## config.mk

```make
export PLATFORM = sky130hd
export DESIGN_NAME = lsb_first_bit_packer
export DESIGN_NICKNAME = d
export VERILOG_FILES = /design/src/design/lbp_pkg.sv /design/src/design/lbp_datapath.sv /design/src/design/lbp_ctrl.sv /design/src/design/lsb_first_bit_packer.sv
export SDC_FILE = /design/constraint.sdc
export NUM_CORES = 1
export LEC_CHECK = 0
export BUFFER_PORTS_ARGS = -buffer_cell sky130_fd_sc_hd__buf_4
export CORE_MARGIN = 2
export CORE_UTILIZATION = 45
export CTS_BUF_LIST = sky130_fd_sc_hd__clkbuf_8 sky130_fd_sc_hd__clkbuf_16
export CTS_CLUSTER_SIZE = 14
export DETAILED_ROUTE_END_ITERATION = 16
export PLACE_DENSITY_LB_ADDON = 0.15
export SYNTH_ARGS = -nofsm -noshare
export SYNTH_HDL_FRONTEND = slang
export SYNTH_SLANG_ARGS = --single-unit
```

## constraint.sdc

```tcl
create_clock -name aclk -period 9.3 [get_ports aclk]
set_input_delay 0.465 -clock aclk [delete_from_list [all_inputs] [get_ports aclk]]
set_output_delay 0.465 -clock aclk [all_outputs]
set_load 0.05 [all_outputs]
```

## src/design/lbp_pkg.sv

```systemverilog
// ----------------------------------------------------------------------------
// lbp_pkg
// Shared constants, types and helpers for the LSB-first bit packer.
// ----------------------------------------------------------------------------
package lbp_pkg;

    localparam int MAX_FIELD_BITS = 32;
    localparam int VALUE_W        = 32;
    localparam int WIDTH_W        = 6;
    localparam int BYTE_BITS      = 8;
    localparam int FREE_W         = 4;
    localparam int REM_W          = $clog2(MAX_FIELD_BITS + 1);

    // controller -> datapath commands
    typedef struct packed {
        logic load;        // capture an accepted input beat
        logic step;        // pack one chunk into the partial byte
        logic flush_emit;  // emit the partial byte zero padded
    } cmd_t;

    // datapath -> controller status
    typedef struct packed {
        logic rem_zero;       // no bits left to pack
        logic fills;          // next chunk completes the byte
        logic flush_pending;  // flush asked for and bits are pending
        logic slot_free;      // output register can take a beat
    } status_t;

    // low-bit mask for 0..8 bits
    function automatic logic [BYTE_BITS-1:0] mask_of(input logic [FREE_W-1:0] n);
        logic [BYTE_BITS-1:0] m;
        unique case (n)
            4'd0:    m = 8'h00;
            4'd1:    m = 8'h01;
            4'd2:    m = 8'h03;
            4'd3:    m = 8'h07;
            4'd4:    m = 8'h0F;
            4'd5:    m = 8'h1F;
            4'd6:    m = 8'h3F;
            4'd7:    m = 8'h7F;
            4'd8:    m = 8'hFF;
            default: m = 8'hFF;
        endcase
        return m;
    endfunction

endpackage

```

## src/design/lbp_datapath.sv

```systemverilog
// ----------------------------------------------------------------------------
// lbp_datapath
// Chunk packer: partial byte, free-bit count, field shifter, output register.
// ----------------------------------------------------------------------------
module lbp_datapath import lbp_pkg::*; (
    input  logic                 aclk,
    input  logic                 aresetn,
    input  cmd_t                 cmd,
    output status_t              st,
    input  logic [VALUE_W-1:0]   s_value,
    input  logic [WIDTH_W-1:0]   s_width,
    input  logic                 s_flush,
    input  logic                 m_ready,
    output logic                 m_valid,
    output logic [BYTE_BITS-1:0] m_out_byte,
    output logic                 m_last
);

    logic [VALUE_W-1:0]   value_reg;
    logic [REM_W-1:0]     rem_reg;
    logic                 flush_reg;
    logic [BYTE_BITS-1:0] partial_reg;
    logic [FREE_W-1:0]    free_reg;
    logic                 m_valid_reg;
    logic [BYTE_BITS-1:0] out_byte_reg;
    logic                 last_reg;

    logic [REM_W-1:0]     free_ext;
    logic [REM_W-1:0]     take_wide;
    logic [FREE_W-1:0]    take;
    logic [FREE_W-1:0]    pos_wide;
    logic [2:0]           pos;
    logic [BYTE_BITS-1:0] chunk;
    logic [BYTE_BITS-1:0] merged;
    logic [FREE_W-1:0]    free_after;
    logic [REM_W-1:0]     rem_after;
    logic                 last_step;
    logic [REM_W-1:0]     width_sat;

    // widths past the maximum saturate
    assign width_sat = (s_width > WIDTH_W'(MAX_FIELD_BITS)) ? REM_W'(MAX_FIELD_BITS)
                                                             : REM_W'(s_width);

    assign free_ext   = REM_W'(free_reg);
    assign take_wide  = (free_ext < rem_reg) ? free_ext : rem_reg;
    assign take       = take_wide[FREE_W-1:0];
    assign pos_wide   = FREE_W'(BYTE_BITS) - free_reg;
    assign pos        = pos_wide[2:0];
    assign chunk      = value_reg[BYTE_BITS-1:0] & mask_of(take);
    assign merged     = partial_reg | (chunk << pos);
    assign free_after = free_reg - take;
    assign rem_after  = rem_reg - take_wide;
    // no further full byte, and no flush byte to follow
    assign last_step  = (rem_after < REM_W'(BYTE_BITS)) &&
                        !(flush_reg && (rem_after != '0));

    assign st.rem_zero      = (rem_reg == '0);
    assign st.fills         = (free_after == '0);
    assign st.flush_pending = flush_reg && (free_reg != FREE_W'(BYTE_BITS));
    assign st.slot_free     = !m_valid_reg || m_ready;

    always_ff @(posedge aclk) begin
        if (cmd.load) begin
            value_reg <= s_value;
            flush_reg <= s_flush;
        end else if (cmd.step) begin
            value_reg <= value_reg >> take;
        end
    end

    always_ff @(posedge aclk) begin
        if (!aresetn) begin
            rem_reg     <= '0;
            partial_reg <= '0;
            free_reg    <= FREE_W'(BYTE_BITS);
            m_valid_reg <= 1'b0;
        end else begin
            // a new byte only lands in a free slot
            if ((cmd.step && (free_after == '0)) || cmd.flush_emit) begin
                m_valid_reg <= 1'b1;
            end else if (m_valid_reg && m_ready) begin
                m_valid_reg <= 1'b0;
            end
            if (cmd.load) begin
                rem_reg <= width_sat;
            end else if (cmd.step) begin
                rem_reg <= rem_after;
                if (free_after == '0) begin
                    partial_reg <= '0;
                    free_reg    <= FREE_W'(BYTE_BITS);
                end else begin
                    partial_reg <= merged;
                    free_reg    <= free_after;
                end
            end else if (cmd.flush_emit) begin
                partial_reg <= '0;
                free_reg    <= FREE_W'(BYTE_BITS);
            end
        end
    end

    // output payload, no reset needed
    always_ff @(posedge aclk) begin
        if (cmd.step && (free_after == '0)) begin
            out_byte_reg <= merged;
            last_reg     <= last_step;
        end else if (cmd.flush_emit) begin
            out_byte_reg <= partial_reg;
            last_reg     <= 1'b1;
        end
    end

    assign m_valid    = m_valid_reg;
    assign m_out_byte = out_byte_reg;
    assign m_last     = last_reg;

    a_free_range: assert property (@(posedge aclk) disable iff (!aresetn)
        (free_reg != '0) && (free_reg <= FREE_W'(BYTE_BITS)))
        else $error("free bit count out of range");

    a_partial_clean: assert property (@(posedge aclk) disable iff (!aresetn)
        (partial_reg & ~mask_of(FREE_W'(pos))) == '0)
        else $error("partial byte has bits above fill point");

    a_rem_bound: assert property (@(posedge aclk) disable iff (!aresetn)
        rem_reg <= REM_W'(MAX_FIELD_BITS))
        else $error("remaining bit count past maximum");

endmodule

```

## src/design/lbp_ctrl.sv

```systemverilog
// ----------------------------------------------------------------------------
// lbp_ctrl
// Sequencer: accepts a beat, steps the packer chunk by chunk, then sends a flush byte if one is pending.
// ----------------------------------------------------------------------------
module lbp_ctrl import lbp_pkg::*; (
    input  logic    aclk,
    input  logic    aresetn,
    input  logic    s_valid,
    output logic    s_ready,
    input  status_t st,
    output cmd_t    cmd
);

    typedef enum logic [1:0] {
        S_IDLE = 2'b01,
        S_PACK = 2'b10
    } state_t;

    state_t state_reg;
    state_t state_next;

    assign s_ready = (state_reg == S_IDLE);

    always_comb begin
        cmd        = '0;
        state_next = state_reg;
        unique case (state_reg)
            S_IDLE: begin
                if (s_valid) begin
                    cmd.load   = 1'b1;
                    state_next = S_PACK;
                end
            end
            S_PACK: begin
                if (st.rem_zero) begin
                    if (!st.flush_pending) begin
                        state_next = S_IDLE;
                    end else if (st.slot_free) begin
                        cmd.flush_emit = 1'b1;
                        state_next     = S_IDLE;
                    end
                end else if (!st.fills || st.slot_free) begin
                    cmd.step = 1'b1;
                end
            end
            default: begin
                state_next = S_IDLE;
            end
        endcase
    end

    always_ff @(posedge aclk) begin
        if (!aresetn) begin
            state_reg <= S_IDLE;
        end else begin
            state_reg <= state_next;
        end
    end

    a_no_overrun: assert property (@(posedge aclk) disable iff (!aresetn)
        (cmd.step && st.fills) || cmd.flush_emit |-> st.slot_free)
        else $error("byte emitted into a busy output register");

    a_cmd_excl: assert property (@(posedge aclk) disable iff (!aresetn)
        $onehot0({cmd.load, cmd.step, cmd.flush_emit}))
        else $error("conflicting datapath commands");

    a_load_pack: assert property (@(posedge aclk) disable iff (!aresetn)
        cmd.load |=> (state_reg == S_PACK))
        else $error("accepted beat not followed by packing");

endmodule

```

## src/design/lsb_first_bit_packer.sv

```systemverilog
// ----------------------------------------------------------------------------
// lsb_first_bit_packer
// LSB-first variable-width bit packer with flush and end-of-beat marking.
// ----------------------------------------------------------------------------
// Each input beat carries a value, a width of 0..32 bits (larger widths are
// clamped to 32) and a flush flag. The low width bits of the value are packed
// least significant bit first into the lowest free positions of the current
// partial byte; each byte that fills leaves on the m_ channel, and a flush
// sends out a pending partial byte zero padded. m_last marks the final byte
// caused by a beat; a beat that causes no byte sends nothing. The sequencer
// accepts the beat, then packs one chunk per step, a chunk being the bits
// that fit in the current byte (at most 5 chunks for 32 bits), then takes a
// closing step that also sends any flush byte. The single chunk shifter
// moves at most one byte's worth of bits per cycle while m_ready does not
// stall; a stalled m_ready holds the packer whenever a completed byte cannot
// be placed. s_ready is low while a beat is being packed; the output
// register lets a new beat be accepted while the last byte still waits to
// be taken.
// ----------------------------------------------------------------------------
module lsb_first_bit_packer import lbp_pkg::*; (
    input  logic                 aclk,
    input  logic                 aresetn,
    // input beats
    input  logic                 s_valid,
    output logic                 s_ready,
    input  logic [VALUE_W-1:0]   s_value,
    input  logic [WIDTH_W-1:0]   s_width,
    input  logic                 s_flush,
    // packed byte beats
    output logic                 m_valid,
    input  logic                 m_ready,
    output logic [BYTE_BITS-1:0] m_out_byte,
    output logic                 m_last
);

    cmd_t    cmd;
    status_t st;

    // sequencer: accept, step per chunk, optional flush byte
    lbp_ctrl u_ctrl (
        .aclk    (aclk),
        .aresetn (aresetn),
        .s_valid (s_valid),
        .s_ready (s_ready),
        .st      (st),
        .cmd     (cmd)
    );

    // packing datapath with its own output register
    lbp_datapath u_datapath (
        .aclk       (aclk),
        .aresetn    (aresetn),
        .cmd        (cmd),
        .st         (st),
        .s_value    (s_value),
        .s_width    (s_width),
        .s_flush    (s_flush),
        .m_ready    (m_ready),
        .m_valid    (m_valid),
        .m_out_byte (m_out_byte),
        .m_last     (m_last)
    );

endmodule
```

==> results.json <==
{
  "status": "complete, but fails checks",
  "violations": "DRC",
  "grt_usage": 0.256,
  "cp_max_fo": 42,
  "synth_area_leaders": "edfxtp_1 24%, mux2i_1 9.5%, dfxtp_1 7.9%, nand2_1 4.6%, nor2_1 3.3%",
  "fp.dieW_um": 113,
  "cts.sinks": 63,
  "cts_resized": 0,
  "path_clk_slew_ns": 0.06,
  "synth_ff_type": "edfxtp_1",
  "route.vias.total": 5147,
  "synth_common_cells": "66 x nand2_1, 51 x mux2i_1, 47 x nor2_1, 42 x edfxtp_1, 32 x o21ai_0",
  "combPwrFrac": 0.365,
  "largest_reg_flops": 32,
  "syn_avg_cell_area_um2": 8.93,
  "synthesis.area_mm2": 0.00535,
  "period_minus_slack_ns": 5.30,
  "rows": 39,
  "yosysMostFrequentCell": "nand2_1",
  "vdd_drop_max_mv": 0.141,
  "drt_iter0_drc": 491,
  "numCtsBuffers": 9,
  "syn-num-nets": 651,
  "n_antenna_cell": 0,
  "period_share": 0.570,
  "slew_viol_final": 0,
  "post_cts_buffers": 0,
  "synth_top_cell_area_share": 0.236,
  "coreArea_mm2": 0.0115,
  "cts.htree.levels": 3,
  "drc": 1,
  "cts_tree": "yes",
  "crit_type": "flop to flop",
  "synth_seq_cells": 63,
  "antenna_found_initial": 0,
  "worstSetupEndpointType": "flop",
  "wl_per_cell_um": 21.0,
  "synth-edff-count": 42,
  "port_buffers": 53,
  "p_seq_frac": 0.330,
  "dieArea_mm2": 0.0128,
  "clockRootBuffer": "clkbuf_16",
  "clk_latency_ns": 0.35,
  "grt-ovfl-total": 0,
  "synth_top_area_cell": "edfxtp_1",
  "p_total_mw": 1.10,
  "maxCapViolCount": 0,
  "synth_cell_type_count": 80,
  "rr_endpoint": "u_datapath.value_reg[2]",
  "areaGrowthSynthToFinish_pct": 12.0,
  "critical_path.slowest_cell": "inv_2",
  "rsz0062_at_grt": "false",
  "hp-start": "s_flush",
  "dp_hpwl_mm": 11.6,
  "cts_hold_buf": 0,
  "yosys_warnings": 0,
  "skew_ns": 0.00725,
  "p_int_uw": 691,
  "drt-total-wl_mm": 16.3,
  "fin_ws_ns": 4.00,
  "startpoint_type": "flop",
  "pin_count": 54,
  "pwr-share-clk": 0.304,
  "final_util": 0.520,
  "ys_seq_area_frac": 0.314,
  "ys_async_sr_fraction": 0,
  "switching_share": 0.373,
  "start_util": 0.464,
  "clockBufferDepth": 2,
  "cp_data_arrival_time_ns": 5.36,
  "final_nets": 683,
  "hold_viol": 0,
  "ant_nets": 0,
  "tightest_slew_ns": 0.846,
  "max_freq_mhz": 189,
  "required_ns": 9.36,
  "grt_pass1_wl_mm": 25.9,
  "drive_gt1_frac": 0.168,
  "setup_viol": 0,
  "grt_pass1_vias": 4898,
  "holdPathEnd": "u_datapath.flush_reg",
  "tns_ns": 0,
  "grt_start_max_net_pins": 43,
  "crit_chain": "inv_1, ha_1, a21oi_1, nor2_8, a21oi_2, a21oi_4, buf_4, inv_2, ha_1, a21boi_0, o31ai_1, xnor2_1, mux2i_1, nand2_1, o21ai_2, nand2_1, buf_4",
  "synthCells": 599,
  "hp-class": "input pin to flop",
  "r2r_cells": 17,
  "powerDensity_mw_per_mm2": 184,
  "min_path_cells": 1,
  "routed_via_density": 6.61,
  "dr.pass1.iters": 11,
  "power_leakage_nw": 2.41,
  "die_h_um": 113,
  "timing.rr.start": "u_datapath.rem_reg[3]",
  "place_ws_ns": 4.18,
  "relSlewSlack": 0.420,
  "p_switching_uw": 411,
  "rrSetupSlack_ns": 4.00,
  "max_stage_delay_ns": 0.52,
  "gp_congestion": 0.965
}
cells by family (layout without fill, tap and decap cells):
kind of cell	count (synthesis)	in the layout	synth area share
AOI/OAI and AO/OA	214	214	0.285
xor gates and xnor gates	7	7	0.0115
adders and majority gates	9	9	0.0211
buffers and inverters	55	92	0.0634
DFF	63	63	0.314
muxes	65	65	0.138
and+or+nand+nor	186	186	0.167
critical path: cells and delay by family (launching register included):
| kind | cells | cell delay (ns) |
|---|---|---|
| AO/OA/AOI/OAI | 6 | 1.80 |
| buffers and inverters | 4 | 1.28 |
| adder cells (fa/ha/maj) | 2 | 0.63 |
| flip-flops | 1 | 0.51 |
| AND/OR/NAND/NOR | 3 | 0.37 |
| multiplexers | 1 | 0.26 |
| XOR/XNOR | 1 | 0.11 |
worst max-delay path by stage:
stage                                startpoint                        to
after floorplan           u_datapath.rem_reg[3]  u_datapath.value_reg[10]
after global placement    u_datapath.rem_reg[2]  u_datapath.value_reg[12]
after detailed placement  u_datapath.rem_reg[3]  u_datapath.value_reg[12]
after CTS                 u_datapath.rem_reg[3]  u_datapath.value_reg[28]
after global routing      u_datapath.rem_reg[2]   u_datapath.value_reg[2]
final                     u_datapath.rem_reg[3]   u_datapath.value_reg[2]
cell type report:
cell class | count | area (um^2)
Timing Repair Buffer | 59 | 443
Tap cell | 143 | 179
Clock inverter | 7 | 63.8
Inverter | 17 | 63.8
Multi-Input combinational cell | 481 | 3330
Clock buffer | 9 | 225
Sequential cell | 63 | 1680
Fill cell | 1079 | 5530
layout by cell type, fill, tap and decap left out, types with 5 or more instances in the layout:
cell	count
dfxtp_1	21
inv_1	16
o221ai_1	7
o21a_1	8
clkbuf_16	9
a22oi_1	14
mux2i_1	51
nor2b_1	10
buf_4	59
a31oi_1	17
nand3_1	11
nor2_1	47
ha_1	9
nor3_1	25
mux2_2	5
o22ai_1	23
a211oi_1	8
o211ai_1	6
xnor2_1	5
a32oi_1	8
o32ai_1	5
a21oi_1	19
o21ai_0	32
o21ai_1	8
nand2_1	66
edfxtp_1	42
through the flow:
step	instance area [um^2]	cells	hold WS [ns]
after floorplan	5350	599	0.427
after global placement	5700	763	0.444
after detailed placement	5700	763	0.452
after CTS	5990	779	0.283
after global routing	5990	779	0.292
final	5990	779	0.294
power by group through the flow:
stage,sequential [mW],combinational [mW],clock [mW]
2_1_floorplan,0.358,0.299,0
3_3_place_gp,0.368,0.388,0
3_5_place_dp,0.369,0.390,0
4_1_cts,0.363,0.392,0.341
5_1_grt,0.367,0.433,0.349
6_report,0.364,0.403,0.335
per-layer routing:
layer	vias up	track usage	part of all wire
met5	-	0	0
met4	0	0.128	0.036
met3	47	0.0562	0.072
met2	263	0.414	0.48
met1	2442	0.324	0.41
li1	2395	-	-
Note: power is estimated with default switching activity, not from simulation.
